**src/arpre_pkg.sv**
```systemverilog
// Shared types, constants and stream field offsets of the ARP resolution engine.
// No dependencies; every other file in src but arpre_ram imports it.
`default_nettype none
package arpre_pkg;

    localparam int CACHE_ENTRIES_DEF   = 16;
    localparam int PENDING_ENTRIES_DEF = 8;
    localparam int QUEUE_DEPTH_DEF     = 8;
    localparam int MAX_RESULTS         = 10;
    localparam int FLUSH_MAX           = MAX_RESULTS - 1;

    localparam int IN_W  = 264;
    localparam int OUT_W = 96;
    localparam int CFG_W = 48;

    localparam logic [31:0] LIFETIME_RST = 32'd30000;
    localparam logic [31:0] HOLDOFF_RST  = 32'd5000;
    localparam logic [15:0] ETH_IPV4     = 16'h0800;
    localparam logic [15:0] ETH_ARP      = 16'h0806;
    localparam logic [15:0] ARP_OP_REQ   = 16'd1;
    localparam logic [47:0] MAC_BCAST    = 48'hFFFF_FFFF_FFFF;

    localparam logic [1:0] OP_SEND = 2'd0;
    localparam logic [1:0] OP_RECV = 2'd1;
    localparam logic [1:0] OP_TICK = 2'd2;

    localparam logic [1:0] REG_OWN_MAC  = 2'd0;
    localparam logic [1:0] REG_OWN_IP   = 2'd1;
    localparam logic [1:0] REG_LIFETIME = 2'd2;
    localparam logic [1:0] REG_HOLDOFF  = 2'd3;

    // input tdata offsets, lowest bit of each field
    localparam int IN_NH   = 0;
    localparam int IN_HND  = 32;
    localparam int IN_DST  = 48;
    localparam int IN_ET   = 96;
    localparam int IN_OK   = 112;
    localparam int IN_OPC  = 113;
    localparam int IN_SIP  = 129;
    localparam int IN_SMAC = 161;
    localparam int IN_TIP  = 209;
    localparam int IN_EL   = 241;

    typedef enum logic [1:0] {
        KIND_IPV4    = 2'd0,
        KIND_ARP_REQ = 2'd1,
        KIND_ARP_REP = 2'd2,
        KIND_DELIVER = 2'd3
    } t_kind;

    typedef enum logic [2:0] {
        EM_HIT,
        EM_BCAST,
        EM_DELIVER,
        EM_FLUSH,
        EM_REPLY
    } t_emit;

    typedef enum logic [3:0] {
        ST_IDLE,
        ST_DECODE,
        ST_CSCAN,
        ST_CDONE,
        ST_PSCAN,
        ST_PDONE,
        ST_FL_RD,
        ST_FL_OUT,
        ST_FL_CLR,
        ST_REPLY,
        ST_EMIT_HIT,
        ST_EMIT_B,
        ST_EMIT_D,
        ST_TICK
    } t_state;

    typedef struct packed {
        logic  load;
        logic  clr_idx;
        logic  inc_idx;
        logic  scan_cache;
        logic  scan_pend;
        logic  cache_wr;
        logic  send_upd;
        logic  tick_step;
        logic  k_clr;
        logic  fl_rd;
        logic  k_inc;
        logic  fl_clr;
        logic  emit;
        t_emit emit_sel;
    } t_cmd;

    typedef struct packed {
        logic [1:0] op;
        logic       pass_ip4;
        logic       pass_arp;
        logic       last_c;
        logic       last_p;
        logic       last_t;
        logic       c_found;
        logic       p_found;
        logic       send_emit;
        logic       reply;
        logic       flush_none;
        logic       k_last;
        logic       out_free;
    } t_stat;

endpackage
`default_nettype wire

```
**src/arpre_ram.sv**
```systemverilog
// Generic single-write, single-read RAM with registered read data.
// No dependencies.
`default_nettype none
module arpre_ram #(
    parameter int WIDTH = 16,
    parameter int DEPTH = 64,
    localparam int AW = (DEPTH > 1) ? $clog2(DEPTH) : 1
) (
    input  wire logic             i_clk,
    input  wire logic             i_we,
    input  wire logic [AW-1:0]    i_waddr,
    input  wire logic [WIDTH-1:0] i_wdata,
    input  wire logic             i_re,
    input  wire logic [AW-1:0]    i_raddr,
    output logic      [WIDTH-1:0] o_rdata
);
    logic [WIDTH-1:0] r_mem [DEPTH];
    logic [WIDTH-1:0] r_rdata;

    always_ff @(posedge i_clk) begin
        if (i_we) begin
            r_mem[i_waddr] <= i_wdata;
        end
        if (i_re) begin
            r_rdata <= r_mem[i_raddr];
        end
    end

    assign o_rdata = r_rdata;
endmodule
`default_nettype wire

```
**src/arpre_ctrl.sv**
```systemverilog
// Sequencer of the ARP resolution engine: walks each item through scans,
// updates and result beats. Depends on arpre_pkg.
`default_nettype none
module arpre_ctrl (
    input  wire logic            i_clk,
    input  wire logic            i_rst_n,
    input  wire logic            i_s_tvalid,
    output logic                 o_s_tready,
    input  wire arpre_pkg::t_stat i_stat,
    output arpre_pkg::t_cmd      o_cmd
);
    import arpre_pkg::*;

    t_state r_state, n_state;

    always_ff @(posedge i_clk) begin
        if (!i_rst_n) begin
            r_state <= ST_IDLE;
        end else begin
            r_state <= n_state;
        end
    end

    always_comb begin
        o_cmd          = '0;
        o_cmd.emit_sel = EM_HIT;
        o_s_tready     = 1'b0;
        n_state        = r_state;
        case (r_state)
            ST_IDLE: begin
                o_s_tready = 1'b1;
                if (i_s_tvalid) begin
                    o_cmd.load = 1'b1;
                    n_state    = ST_DECODE;
                end
            end
            ST_DECODE: begin
                o_cmd.clr_idx = 1'b1;
                case (i_stat.op)
                    OP_SEND: n_state = ST_CSCAN;
                    OP_RECV: begin
                        if (i_stat.pass_ip4) begin
                            n_state = ST_EMIT_D;
                        end else if (i_stat.pass_arp) begin
                            n_state = ST_CSCAN;
                        end else begin
                            n_state = ST_IDLE;
                        end
                    end
                    OP_TICK: n_state = ST_TICK;
                    default: n_state = ST_IDLE;
                endcase
            end
            ST_CSCAN: begin
                o_cmd.scan_cache = 1'b1;
                o_cmd.inc_idx    = 1'b1;
                if (i_stat.last_c) begin
                    n_state = ST_CDONE;
                end
            end
            ST_CDONE: begin
                o_cmd.clr_idx = 1'b1;
                if (i_stat.op == OP_SEND) begin
                    n_state = i_stat.c_found ? ST_EMIT_HIT : ST_PSCAN;
                end else begin
                    o_cmd.cache_wr = 1'b1;
                    n_state        = ST_PSCAN;
                end
            end
            ST_PSCAN: begin
                o_cmd.scan_pend = 1'b1;
                o_cmd.inc_idx   = 1'b1;
                if (i_stat.last_p) begin
                    n_state = ST_PDONE;
                end
            end
            ST_PDONE: begin
                o_cmd.k_clr = 1'b1;
                if (i_stat.op == OP_SEND) begin
                    o_cmd.send_upd = 1'b1;
                    n_state        = i_stat.send_emit ? ST_EMIT_B : ST_IDLE;
                end else if (i_stat.p_found) begin
                    n_state = i_stat.flush_none ? ST_FL_CLR : ST_FL_RD;
                end else begin
                    n_state = i_stat.reply ? ST_REPLY : ST_IDLE;
                end
            end
            ST_FL_RD: begin
                o_cmd.fl_rd = 1'b1;
                n_state     = ST_FL_OUT;
            end
            ST_FL_OUT: begin
                if (i_stat.out_free) begin
                    o_cmd.emit     = 1'b1;
                    o_cmd.emit_sel = EM_FLUSH;
                    o_cmd.k_inc    = 1'b1;
                    n_state        = i_stat.k_last ? ST_FL_CLR : ST_FL_RD;
                end
            end
            ST_FL_CLR: begin
                o_cmd.fl_clr = 1'b1;
                n_state      = i_stat.reply ? ST_REPLY : ST_IDLE;
            end
            ST_REPLY: begin
                if (i_stat.out_free) begin
                    o_cmd.emit     = 1'b1;
                    o_cmd.emit_sel = EM_REPLY;
                    n_state        = ST_IDLE;
                end
            end
            ST_EMIT_HIT: begin
                if (i_stat.out_free) begin
                    o_cmd.emit     = 1'b1;
                    o_cmd.emit_sel = EM_HIT;
                    n_state        = ST_IDLE;
                end
            end
            ST_EMIT_B: begin
                if (i_stat.out_free) begin
                    o_cmd.emit     = 1'b1;
                    o_cmd.emit_sel = EM_BCAST;
                    n_state        = ST_IDLE;
                end
            end
            ST_EMIT_D: begin
                if (i_stat.out_free) begin
                    o_cmd.emit     = 1'b1;
                    o_cmd.emit_sel = EM_DELIVER;
                    n_state        = ST_IDLE;
                end
            end
            ST_TICK: begin
                o_cmd.tick_step = 1'b1;
                o_cmd.inc_idx   = 1'b1;
                if (i_stat.last_t) begin
                    n_state = ST_IDLE;
                end
            end
            default: n_state = ST_IDLE;
        endcase
    end
endmodule
`default_nettype wire

```
**src/arpre_dp.sv**
```systemverilog
// Datapath of the ARP resolution engine: item latch, cache and pending tables,
// scan trackers, waiting-handle RAM and output register. Depends on arpre_pkg, arpre_ram.
`default_nettype none
module arpre_dp #(
    parameter int CACHE_ENTRIES   = arpre_pkg::CACHE_ENTRIES_DEF,
    parameter int PENDING_ENTRIES = arpre_pkg::PENDING_ENTRIES_DEF,
    parameter int QUEUE_DEPTH     = arpre_pkg::QUEUE_DEPTH_DEF
) (
    input  wire logic                      i_clk,
    input  wire logic                      i_rst_n,
    input  wire arpre_pkg::t_cmd           i_cmd,
    output arpre_pkg::t_stat               o_stat,
    input  wire logic [arpre_pkg::IN_W-1:0] i_s_tdata,
    input  wire logic [1:0]                i_s_tuser,
    input  wire logic                      i_cfg_we,
    input  wire logic [1:0]                i_cfg_addr,
    input  wire logic [arpre_pkg::CFG_W-1:0] i_cfg_data,
    output logic                           o_m_tvalid,
    input  wire logic                      i_m_tready,
    output logic [arpre_pkg::OUT_W-1:0]    o_m_tdata,
    output logic [1:0]                     o_m_tuser,
    output logic                           o_m_tlast
);
    import arpre_pkg::*;

    localparam int C    = CACHE_ENTRIES;
    localparam int P    = PENDING_ENTRIES;
    localparam int Q    = QUEUE_DEPTH;
    localparam int CW   = (C > 1) ? $clog2(C) : 1;
    localparam int PW   = (P > 1) ? $clog2(P) : 1;
    localparam int MAXN = (C > P) ? C : P;
    localparam int IW   = (MAXN > 1) ? $clog2(MAXN) : 1;
    localparam int QCW  = $clog2(Q + 1);
    localparam int RD   = P * Q;
    localparam int AW   = (RD > 1) ? $clog2(RD) : 1;

    // configuration
    logic [47:0] r_own_mac;
    logic [31:0] r_own_ip, r_lifetime, r_holdoff;

    always_ff @(posedge i_clk) begin
        if (!i_rst_n) begin
            r_own_mac  <= '0;
            r_own_ip   <= '0;
            r_lifetime <= LIFETIME_RST;
            r_holdoff  <= HOLDOFF_RST;
        end else if (i_cfg_we) begin
            case (i_cfg_addr)
                REG_OWN_MAC:  r_own_mac  <= i_cfg_data;
                REG_OWN_IP:   r_own_ip   <= i_cfg_data[31:0];
                REG_LIFETIME: r_lifetime <= i_cfg_data[31:0];
                REG_HOLDOFF:  r_holdoff  <= i_cfg_data[31:0];
                default: ;
            endcase
        end
    end

    // item latch
    logic [1:0]  r_op;
    logic [31:0] r_nh, r_sip, r_tip;
    logic [15:0] r_h, r_et, r_opc, r_el;
    logic [47:0] r_dst, r_smac;
    logic        r_ok;

    always_ff @(posedge i_clk) begin
        if (i_cmd.load) begin
            r_op   <= i_s_tuser;
            r_nh   <= i_s_tdata[IN_NH +: 32];
            r_h    <= i_s_tdata[IN_HND +: 16];
            r_dst  <= i_s_tdata[IN_DST +: 48];
            r_et   <= i_s_tdata[IN_ET +: 16];
            r_ok   <= i_s_tdata[IN_OK];
            r_opc  <= i_s_tdata[IN_OPC +: 16];
            r_sip  <= i_s_tdata[IN_SIP +: 32];
            r_smac <= i_s_tdata[IN_SMAC +: 48];
            r_tip  <= i_s_tdata[IN_TIP +: 32];
            r_el   <= i_s_tdata[IN_EL +: 16];
        end
    end

    logic        mac_ok, reply;
    logic [31:0] key;
    assign mac_ok = ((r_dst == r_own_mac) || (r_dst == MAC_BCAST)) && r_ok;
    assign reply  = (r_opc == ARP_OP_REQ) && (r_tip == r_own_ip);
    assign key    = (r_op == OP_SEND) ? r_nh : r_sip;

    // scan index
    logic [IW-1:0] r_idx;
    logic [CW-1:0] ci;
    logic [PW-1:0] pi;
    logic          in_c, in_p;

    always_ff @(posedge i_clk) begin
        if (!i_rst_n) begin
            r_idx <= '0;
        end else if (i_cmd.clr_idx) begin
            r_idx <= '0;
        end else if (i_cmd.inc_idx) begin
            r_idx <= r_idx + IW'(1);
        end
    end

    assign ci   = r_idx[CW-1:0];
    assign pi   = r_idx[PW-1:0];
    assign in_c = {1'b0, r_idx} < (IW+1)'(C);
    assign in_p = {1'b0, r_idx} < (IW+1)'(P);

    // tables
    logic            r_cvalid [C];
    logic [31:0]     r_cip    [C];
    logic [47:0]     r_cmac_t [C];
    logic [31:0]     r_cage   [C];
    logic            r_pvalid [P];
    logic [31:0]     r_pip    [P];
    logic [31:0]     r_page_t [P];
    logic [QCW-1:0]  r_pcnt_t [P];

    // scan trackers
    logic          r_cfound_v, r_cfree_v;
    logic [CW-1:0] r_cfound, r_cfree, r_cbest;
    logic [31:0]   r_cbest_age;
    logic [47:0]   r_cmac;
    logic          r_pfound_v, r_pfree_v;
    logic [PW-1:0] r_pfound, r_pfree, r_pbest;
    logic [31:0]   r_pbest_age, r_page;
    logic [QCW-1:0] r_pcnt;
    logic [CW-1:0] c_sel;
    logic [PW-1:0] p_sel;

    always_ff @(posedge i_clk) begin
        if (!i_rst_n) begin
            r_cfound_v <= 1'b0;
            r_cfree_v  <= 1'b0;
            r_pfound_v <= 1'b0;
            r_pfree_v  <= 1'b0;
        end else if (i_cmd.clr_idx) begin
            // cache flags hold across the pending scan, cleared at its own start
            if (r_op == OP_SEND || !i_cmd.clr_idx || r_idx == '0) begin
                r_pfound_v <= 1'b0;
                r_pfree_v  <= 1'b0;
            end
            if (!i_cmd.cache_wr && !r_cfound_v && !r_cfree_v) begin
                r_cfound_v <= 1'b0;
            end
            if (i_cmd.cache_wr || r_idx == '0) begin
                r_cfound_v <= r_cfound_v && !(r_idx == '0 && !i_cmd.cache_wr);
            end
        end else begin
            if (i_cmd.scan_cache) begin
                if (r_idx == '0) begin
                    r_cfound_v <= 1'b0;
                    r_cfree_v  <= 1'b0;
                end
                if (r_cvalid[ci] && r_cip[ci] == key && (!r_cfound_v || r_idx == '0)) begin
                    r_cfound_v <= 1'b1;
                end
                if (!r_cvalid[ci] && (!r_cfree_v || r_idx == '0)) begin
                    r_cfree_v <= 1'b1;
                end
            end
            if (i_cmd.scan_pend) begin
                if (r_idx == '0) begin
                    r_pfound_v <= 1'b0;
                    r_pfree_v  <= 1'b0;
                end
                if (r_pvalid[pi] && r_pip[pi] == key && (!r_pfound_v || r_idx == '0)) begin
                    r_pfound_v <= 1'b1;
                end
                if (!r_pvalid[pi] && (!r_pfree_v || r_idx == '0)) begin
                    r_pfree_v <= 1'b1;
                end
            end
        end
    end

    always_ff @(posedge i_clk) begin
        if (i_cmd.scan_cache) begin
            if (r_cvalid[ci] && r_cip[ci] == key && (!r_cfound_v || r_idx == '0)) begin
                r_cfound <= ci;
                r_cmac   <= r_cmac_t[ci];
            end
            if (!r_cvalid[ci] && (!r_cfree_v || r_idx == '0)) begin
                r_cfree <= ci;
            end
            if (r_idx == '0 || r_cage[ci] > r_cbest_age) begin
                r_cbest     <= ci;
                r_cbest_age <= r_cage[ci];
            end
        end
        if (i_cmd.scan_pend) begin
            if (r_pvalid[pi] && r_pip[pi] == key && (!r_pfound_v || r_idx == '0)) begin
                r_pfound <= pi;
                r_page   <= r_page_t[pi];
                r_pcnt   <= r_pcnt_t[pi];
            end
            if (!r_pvalid[pi] && (!r_pfree_v || r_idx == '0)) begin
                r_pfree <= pi;
            end
            if (r_idx == '0 || r_page_t[pi] > r_pbest_age) begin
                r_pbest     <= pi;
                r_pbest_age <= r_page_t[pi];
            end
        end
    end

    assign c_sel = r_cfound_v ? r_cfound : (r_cfree_v ? r_cfree : r_cbest);
    assign p_sel = r_pfound_v ? r_pfound : (r_pfree_v ? r_pfree : r_pbest);

    // saturating age sums for the tick walk
    logic [32:0] csum, psum;
    logic [31:0] cage_n, page_n;
    assign csum   = {1'b0, r_cage[ci]} + 33'(r_el);
    assign psum   = {1'b0, r_page_t[pi]} + 33'(r_el);
    assign cage_n = csum[32] ? '1 : csum[31:0];
    assign page_n = psum[32] ? '1 : psum[31:0];

    logic tick_c, tick_p, page_over, q_room;
    assign tick_c    = i_cmd.tick_step && in_c && r_cvalid[ci];
    assign tick_p    = i_cmd.tick_step && in_p && r_pvalid[pi];
    assign page_over = r_page > r_holdoff;
    assign q_room    = r_pcnt < QCW'(Q);

    // cache table
    always_ff @(posedge i_clk) begin
        if (!i_rst_n) begin
            for (int i = 0; i < C; i++) begin
                r_cvalid[i] <= 1'b0;
            end
        end else if (i_cmd.cache_wr) begin
            r_cvalid[c_sel] <= 1'b1;
        end else if (tick_c && cage_n >= r_lifetime) begin
            r_cvalid[ci] <= 1'b0;
        end
    end

    always_ff @(posedge i_clk) begin
        if (i_cmd.cache_wr) begin
            r_cip[c_sel]    <= r_sip;
            r_cmac_t[c_sel] <= r_smac;
            r_cage[c_sel]   <= '0;
        end else if (tick_c) begin
            r_cage[ci] <= cage_n;
        end
    end

    // pending table
    always_ff @(posedge i_clk) begin
        if (!i_rst_n) begin
            for (int i = 0; i < P; i++) begin
                r_pvalid[i] <= 1'b0;
                r_pcnt_t[i] <= '0;
            end
        end else if (i_cmd.send_upd) begin
            if (r_pfound_v) begin
                if (q_room) begin
                    r_pcnt_t[p_sel] <= r_pcnt + QCW'(1);
                end
            end else begin
                r_pvalid[p_sel] <= 1'b1;
                r_pcnt_t[p_sel] <= QCW'(1);
            end
        end else if (i_cmd.fl_clr) begin
            r_pvalid[r_pfound] <= 1'b0;
            r_pcnt_t[r_pfound] <= '0;
        end else if (tick_p && page_n >= r_holdoff) begin
            r_pvalid[pi] <= 1'b0;
            r_pcnt_t[pi] <= '0;
        end
    end

    always_ff @(posedge i_clk) begin
        if (i_cmd.send_upd) begin
            if (!r_pfound_v) begin
                r_pip[p_sel] <= r_nh;
            end
            if (!r_pfound_v || page_over) begin
                r_page_t[p_sel] <= '0;
            end
        end else if (i_cmd.fl_clr) begin
            r_page_t[r_pfound] <= '0;
        end else if (tick_p) begin
            r_page_t[pi] <= page_n;
        end
    end

    // waiting handles
    logic [QCW-1:0] r_k;
    logic [7:0]     flush_n;
    logic           k_last;
    logic [AW-1:0]  waddr, raddr;
    logic           ram_we;
    logic [15:0]    ram_rdata;

    always_ff @(posedge i_clk) begin
        if (!i_rst_n) begin
            r_k <= '0;
        end else if (i_cmd.k_clr) begin
            r_k <= '0;
        end else if (i_cmd.k_inc) begin
            r_k <= r_k + QCW'(1);
        end
    end

    assign flush_n = (8'(r_pcnt) > 8'(FLUSH_MAX)) ? 8'(FLUSH_MAX) : 8'(r_pcnt);
    assign k_last  = 8'(r_k) == (flush_n - 8'd1);
    assign ram_we  = i_cmd.send_upd && (!r_pfound_v || q_room);
    assign waddr   = AW'(p_sel) * AW'(Q) + (r_pfound_v ? AW'(r_pcnt) : AW'(0));
    assign raddr   = AW'(r_pfound) * AW'(Q) + AW'(r_k);

    arpre_ram #(
        .WIDTH (16),
        .DEPTH (RD)
    ) u_wait_ram (
        .i_clk   (i_clk),
        .i_we    (ram_we),
        .i_waddr (waddr),
        .i_wdata (r_h),
        .i_re    (i_cmd.fl_rd),
        .i_raddr (raddr),
        .o_rdata (ram_rdata)
    );

    // output register
    logic        r_ovalid, r_olast;
    t_kind       r_okind;
    logic [47:0] r_omac;
    logic [15:0] r_ohnd;
    logic [31:0] r_otip;
    logic        out_free;

    assign out_free = !r_ovalid || i_m_tready;

    always_ff @(posedge i_clk) begin
        if (!i_rst_n) begin
            r_ovalid <= 1'b0;
        end else if (i_cmd.emit) begin
            r_ovalid <= 1'b1;
        end else if (i_m_tready) begin
            r_ovalid <= 1'b0;
        end
    end

    always_ff @(posedge i_clk) begin
        if (i_cmd.emit) begin
            case (i_cmd.emit_sel)
                EM_BCAST: begin
                    r_okind <= KIND_ARP_REQ;
                    r_omac  <= MAC_BCAST;
                    r_ohnd  <= '0;
                    r_otip  <= r_nh;
                    r_olast <= 1'b1;
                end
                EM_DELIVER: begin
                    r_okind <= KIND_DELIVER;
                    r_omac  <= '0;
                    r_ohnd  <= r_h;
                    r_otip  <= '0;
                    r_olast <= 1'b1;
                end
                EM_FLUSH: begin
                    r_okind <= KIND_IPV4;
                    r_omac  <= r_smac;
                    r_ohnd  <= ram_rdata;
                    r_otip  <= '0;
                    r_olast <= k_last && !reply;
                end
                EM_REPLY: begin
                    r_okind <= KIND_ARP_REP;
                    r_omac  <= r_smac;
                    r_ohnd  <= '0;
                    r_otip  <= r_sip;
                    r_olast <= 1'b1;
                end
                default: begin
                    r_okind <= KIND_IPV4;
                    r_omac  <= r_cmac;
                    r_ohnd  <= r_h;
                    r_otip  <= '0;
                    r_olast <= 1'b1;
                end
            endcase
        end
    end

    assign o_m_tvalid = r_ovalid;
    assign o_m_tdata  = {r_otip, r_ohnd, r_omac};
    assign o_m_tuser  = r_okind;
    assign o_m_tlast  = r_olast;

    // status
    always_comb begin
        o_stat            = '0;
        o_stat.op         = r_op;
        o_stat.pass_ip4   = mac_ok && (r_et == ETH_IPV4);
        o_stat.pass_arp   = mac_ok && (r_et == ETH_ARP);
        o_stat.last_c     = r_idx == IW'(C - 1);
        o_stat.last_p     = r_idx == IW'(P - 1);
        o_stat.last_t     = r_idx == IW'(MAXN - 1);
        o_stat.c_found    = r_cfound_v;
        o_stat.p_found    = r_pfound_v;
        o_stat.send_emit  = !r_pfound_v || page_over;
        o_stat.reply      = reply;
        o_stat.flush_none = flush_n == 8'd0;
        o_stat.k_last     = k_last;
        o_stat.out_free   = out_free;
    end
endmodule
`default_nettype wire

```
**src/arp_resolution_engine.sv**
```systemverilog
// Top level of the ARP resolution engine: sequencer plus datapath.
// Depends on arpre_pkg, arpre_ctrl, arpre_dp (and arpre_ram through it).
//
// One item at a time. A send walks the cache one entry per cycle, then the
// pending table one entry per cycle; a cache hit skips the pending walk. An
// ARP frame takes the same walks, then reads each flushed handle through the
// registered read of the waiting-handle RAM, retires the pending entry and
// sends a reply if one is due. A tick ages one cache and one pending entry
// per cycle. A received IPv4 frame goes straight to its deliver beat. Results
// sit in an output register; the next item is taken while the last beat of
// the previous one still waits.
`default_nettype none
module arp_resolution_engine #(
    parameter int CACHE_ENTRIES   = arpre_pkg::CACHE_ENTRIES_DEF,
    parameter int PENDING_ENTRIES = arpre_pkg::PENDING_ENTRIES_DEF,
    parameter int QUEUE_DEPTH     = arpre_pkg::QUEUE_DEPTH_DEF
) (
    input  wire logic                        i_clk,
    input  wire logic                        i_rst_n,
    input  wire logic                        s_axis_tvalid,
    output logic                             s_axis_tready,
    // next_hop_addr, datagram_handle, frame_dst_mac, frame_ethertype, payload_ok,
    // arp_opcode, arp_sender_ip, arp_sender_mac, arp_target_ip, elapsed_ms
    input  wire logic [arpre_pkg::IN_W-1:0]  s_axis_tdata,
    // op
    input  wire logic [1:0]                  s_axis_tuser,
    output logic                             m_axis_tvalid,
    input  wire logic                        m_axis_tready,
    // dest_mac, out_handle, target_ip
    output logic [arpre_pkg::OUT_W-1:0]      m_axis_tdata,
    // kind
    output logic [1:0]                       m_axis_tuser,
    output logic                             m_axis_tlast,
    input  wire logic                        i_cfg_we,
    input  wire logic [1:0]                  i_cfg_addr,
    input  wire logic [arpre_pkg::CFG_W-1:0] i_cfg_data
);
    import arpre_pkg::*;

    t_cmd  cmd;
    t_stat stat;

    arpre_ctrl u_ctrl (
        .i_clk      (i_clk),
        .i_rst_n    (i_rst_n),
        .i_s_tvalid (s_axis_tvalid),
        .o_s_tready (s_axis_tready),
        .i_stat     (stat),
        .o_cmd      (cmd)
    );

    arpre_dp #(
        .CACHE_ENTRIES   (CACHE_ENTRIES),
        .PENDING_ENTRIES (PENDING_ENTRIES),
        .QUEUE_DEPTH     (QUEUE_DEPTH)
    ) u_dp (
        .i_clk      (i_clk),
        .i_rst_n    (i_rst_n),
        .i_cmd      (cmd),
        .o_stat     (stat),
        .i_s_tdata  (s_axis_tdata),
        .i_s_tuser  (s_axis_tuser),
        .i_cfg_we   (i_cfg_we),
        .i_cfg_addr (i_cfg_addr),
        .i_cfg_data (i_cfg_data),
        .o_m_tvalid (m_axis_tvalid),
        .i_m_tready (m_axis_tready),
        .o_m_tdata  (m_axis_tdata),
        .o_m_tuser  (m_axis_tuser),
        .o_m_tlast  (m_axis_tlast)
    );
endmodule
`default_nettype wire

```
**config.mk**
```make
export PLATFORM = sky130hd
export DESIGN_NAME = arp_resolution_engine
export DESIGN_NICKNAME = d
export VERILOG_FILES = /design/src/arpre_pkg.sv /design/src/arpre_ram.sv /design/src/arpre_ctrl.sv /design/src/arpre_dp.sv /design/src/arp_resolution_engine.sv
export SDC_FILE = /design/constraint.sdc
export NUM_CORES = 2
export LEC_CHECK = 0
export BUFFER_PORTS_ARGS = -buffer_cell sky130_fd_sc_hd__buf_2
export CORE_ASPECT_RATIO = 2
export CORE_MARGIN = 2
export CORE_UTILIZATION = 56
export CTS_CLUSTER_SIZE = 40
export DETAILED_ROUTE_END_ITERATION = 10
export PLACE_DENSITY = 0.76
export SLEW_MARGIN = 20
export SYNTH_ARGS = -nofsm -noshare
export SYNTH_HDL_FRONTEND = slang
export SYNTH_HIERARCHICAL = 1
export SYNTH_SLANG_ARGS = --single-unit
```
**constraint.sdc**
```tcl
create_clock -name i_clk -period 8.5 [get_ports i_clk]
set_input_delay 1.7 -clock i_clk [delete_from_list [all_inputs] [get_ports i_clk]]
set_output_delay 1.7 -clock i_clk [all_outputs]
set_load 0.02 [all_outputs]
```
==> run summary <==
Util after Layout - 62.6%
Clock Sinks - 4092
First DRT Iteration DRCs - 9711
MaxCap Viol Count - 0
WHS - 0.463 ns
Pwr Total - 0.0436 W
final count of negative-setup-slack endpoints - 0
post-CTS setup buffer count - 0
Final Net Count - 9817
Hold EP - u_dp/r_holdoff[21]
Final GP Congestion - 0.947
ys async rst share - 0%
post-synthesis mux area share - 13.8%
Top Layer Used - met5
Gate power share - 8.5%
hold path startpoint - u_dp/r_holdoff[21]
Syn Area/Cell - 18.9 sq um
Longest Clk Path Bufs - 4
gr ovfl total - 0
Synth Area in XOR/XNOR - 1.14%
outcome - finished, final reports clean
simple-gate share of the synthesized area - 4.08%
Chip Height - 771 microns
endpoints failing hold - 0
skew final - 0.0529 ns
row count - 281
worst min path class - reg -> reg
CTS tree - done
Synth cell types - 101
Adder-Cell Fraction of Synth Area - 1.56%
WL met3 - 35.5 mm
clock root buffer - clkbuf_16
# hold bufs at CTS - 0
DR WL/cell - 31.9 microns
post-synthesis compound-gate area fraction - 4.17%
metal1 wirelength - 144 mm
first-pass GRT wire length - 612 mm
post-DP HPWL - 263 mm
FMAX - 124 MHz
RSZ-0062 raised after global routing - no
Worst Path Required - 9.20 ns
crit path cell chain - buf_12, buf_4, mux4_2, mux4_2, ha_1, and3_1, nand3_1, o21bai_1, a31oi_1, nand2_1, nor3b_1, xnor2_1, nand2_1, ha_1, nand4_1, nor2_1, o2111ai_1, nor2_1, a21oi_1, nor3_1, o311a_1, a41oi_1
Switch Pwr - 0.0102 W
post-CTS sizing - 0
dominant synthesized flop cell - edfxtp_1
Clock power frac - 36.9%
Hold Path Depth - 2
worst slack at placement - 0.596 ns
CP Launch Type - register
Seq/Total Area, Yosys - 73.4%
R2R Path End - u_dp/r_cvalid[1]
Core Box Area - 293000 sq um
drt drc - 0
Worst Path Arrival - 8.74 ns
post-route ant nets - 0
cell-internal power - 0.0334 W
Peak VDD IR - 254 uV
vias per inst - 6.54
worst-margin pin slew - 1.21 ns
Leak Pwr - 59.4 nW
EDFF count, synth - 3903
Clock Latency Late Sink - 0.92 ns
largest family of logic cells by synthesized area - multiplexers
vias in the first global route - 89600
PortBufs - 414
critical path class - reg -> reg
clock buffer count from CTS - 344
H-tree depth - 5
die width - 388 microns
post-synthesis cell area - 165000 sq um
Flop pwr share - 54.6%
R2R setup slack - 0.47 ns
Via Count - 87600
Mapped Cells - 8737
Die ar. - 299000 sq um
max-slew violations - 0
P&R area growth vs syn - 11.2%
number of I/O pins - 422
Syn Nets - 9263
Reg clk slew, reported paths - 0.07 ns
Worst Setup Slack, final - 0.467 ns
period utilisation layout - 94.5%
DR pass1 iterations - 6
wire length on met2 - 220 mm
ratio of cells with drive above 1 in the final layout - 23.2%
starting density of the core - 56.3%
max_slew headroom - 18.6%
pwr/cell area - 238 nW/um^2
Fin Setup TNS - 0 ns
FF-to-FF path depth - 22
Fillers - 19600
flop and latch count out of synthesis - 4092
critical path fanouts, max - 37
largest net degree at the start of global routing - 152
Routed WL - 427 mm
Worst path max stage delay - 0.76 ns
Worst setup EP type - register
Period minus WS final - 8.03 ns
YS warnings - 6
Sw Ratio - 23.4%
Critical Path Slowest Stage Cell - o311a_1
GRT Overall Usage - 28.3%
initial antenna violation count - 24
worst max-delay path: cells and delay by family, from the launching register on:
kind / cells / cell delay (ns)
compound gates: 6 / 2.26
xor+xnor: 1 / 0.23
mux: 2 / 1.13
simple gates: 9 / 1.96
flops: 1 / 0.58
buf+inv: 2 / 0.82
fa+ha+maj: 2 / 0.74
through the flow:
stage,area [sq um],cells
finish,183000,13400
global placement,172000,12800
global route,183000,13400
detailed placement,172000,12800
floorplan,165000,8737
CTS,183000,13400
power by group through the flow:
stage               clock network (W)  registers, W  logic [W]
global placement                    0        0.0242    0.00358
CTS                            0.0163        0.0238    0.00369
finish                         0.0161        0.0238    0.00368
detailed placement                  0        0.0242    0.00366
floorplan                           0        0.0241    0.00229
global route                   0.0170        0.0238    0.00394
kinds of logic (layout without fill, tap and decap cells):
group / count (synthesis) / in the layout
adders and majority gates: 205 / 205
and+or+nand+nor: 1442 / 1442
buffers and inverters: 611 / 1438
DFF: 4092 / 4092
muxes: 1158 / 1158
AOI/OAI and AO/OA: 1015 / 1015
other: 0 / 6
xor gates and xnor gates: 214 / 214
cell usage in the layout (no fill, tap or decap), types with 56 or more instances in the layout:
cell	netlist	routed
a21boi_0	136	136
ha_1	203	203
o22ai_1	64	56
xnor2_1	91	91
or3_1	56	56
a22oi_1	76	76
clkbuf_16	0	354
edfxtp_1	3903	3903
nor2b_1	70	67
inv_1	170	168
nand2_1	657	656
xor2_1	123	123
o21ai_0	132	132
dfxtp_1	189	179
mux4_2	851	851
nor2_1	281	219
a21oi_1	239	225
nand4_1	80	80
buf_2	79	413
clkinv_1	1	77
nand3_1	62	61
buf_4	35	216
mux2i_1	230	230
a21o_1	58	58
how the worst max path moves through the flow:
stage	startpoint	end	slack, ns	cells after the start
2_1_floorplan	s_axis_tvalid	u_dp/r_dst[0]	0.30	1
3_3_place_gp	register	u_dp/r_cvalid[8]	0.75	22
3_5_place_dp	register	u_dp/r_cvalid[11]	0.60	22
4_1_cts	register	u_dp/r_cvalid[11]	0.57	22
5_1_grt	register	u_dp/r_cvalid[11]	0.11	22
6_report	register	u_dp/r_cvalid[1]	0.47	22
Yosys cell counts (33+ instances only):
cell / count / area, sq um
ha_1: 203 / 2540
clkbuf_1: 208 / 781
mux4_2: 851 / 19200
xor2_1: 123 / 1080
mux2_2: 52 / 586
a21oi_1: 239 / 1200
and2_1: 34 / 213
buf_2: 79 / 395
buf_4: 35 / 263
a21boi_0: 136 / 1020
inv_1: 170 / 638
xnor2_1: 91 / 797
nand3_1: 62 / 310
nand2_1: 657 / 2470
a22o_1: 55 / 482
dfxtp_1: 189 / 3780
buf_1: 53 / 199
a21o_1: 58 / 435
nand4_1: 80 / 500
nor2_1: 281 / 1050
nor2b_1: 70 / 438
nor4_1: 45 / 282
a22oi_1: 76 / 571
a31oi_1: 33 / 206
edfxtp_1: 3903 / 117000
or3_1: 56 / 350
o21ai_0: 132 / 661
buf_6: 35 / 394
mux2i_1: 230 / 2300
o22ai_1: 64 / 400
state kept, by name (all words and copies together) (netlist names), 32 cells and up, named ones only:
register	count
u_dp/r_lifetime	32
u_dp/r_page	32
u_dp/r_pcnt_t	32
u_dp/r_cage	512
u_dp/r_own_mac	48
u_dp/r_cbest_age	32
u_dp/r_smac	48
u_dp/r_own_ip	32
u_dp/r_dst	48
u_dp/r_tip	32
u_dp/r_nh	32
u_dp/r_cmac_t	768
u_dp/r_cmac	48
u_dp/r_sip	32
u_dp/r_cip	512
u_dp/r_otip	32
u_dp/r_omac	48
u_dp/r_pbest_age	32
u_dp/r_page_t	256
u_dp/r_pip	256
u_dp/u_wait_ram/r_mem	1024
u_dp/r_holdoff	32
cell type report:
type / instances / area [sq um] / share of cell area, %
clock buffers: 412 / 9140 / 4.99
repair buffers: 646 / 4030 / 2.20
well taps: 3820 / 4780 / 2.61
inverters: 173 / 656 / 0.358
diodes: 6 / 15.0 / 0.00819
flip-flops and latches: 4092 / 121000 / 66.0
clock inverters: 207 / 2160 / 1.18
multi-input cells: 4034 / 41500 / 22.6
metal layers:
layer,vias up,global-route usage (%)
met4,8,16.0
met3,1083,4.34
met1,45100,33.6
li1,36300,-
met5,-,0
met2,5015,49.4
No activity file was read; power rests on OpenSTA's default activity.
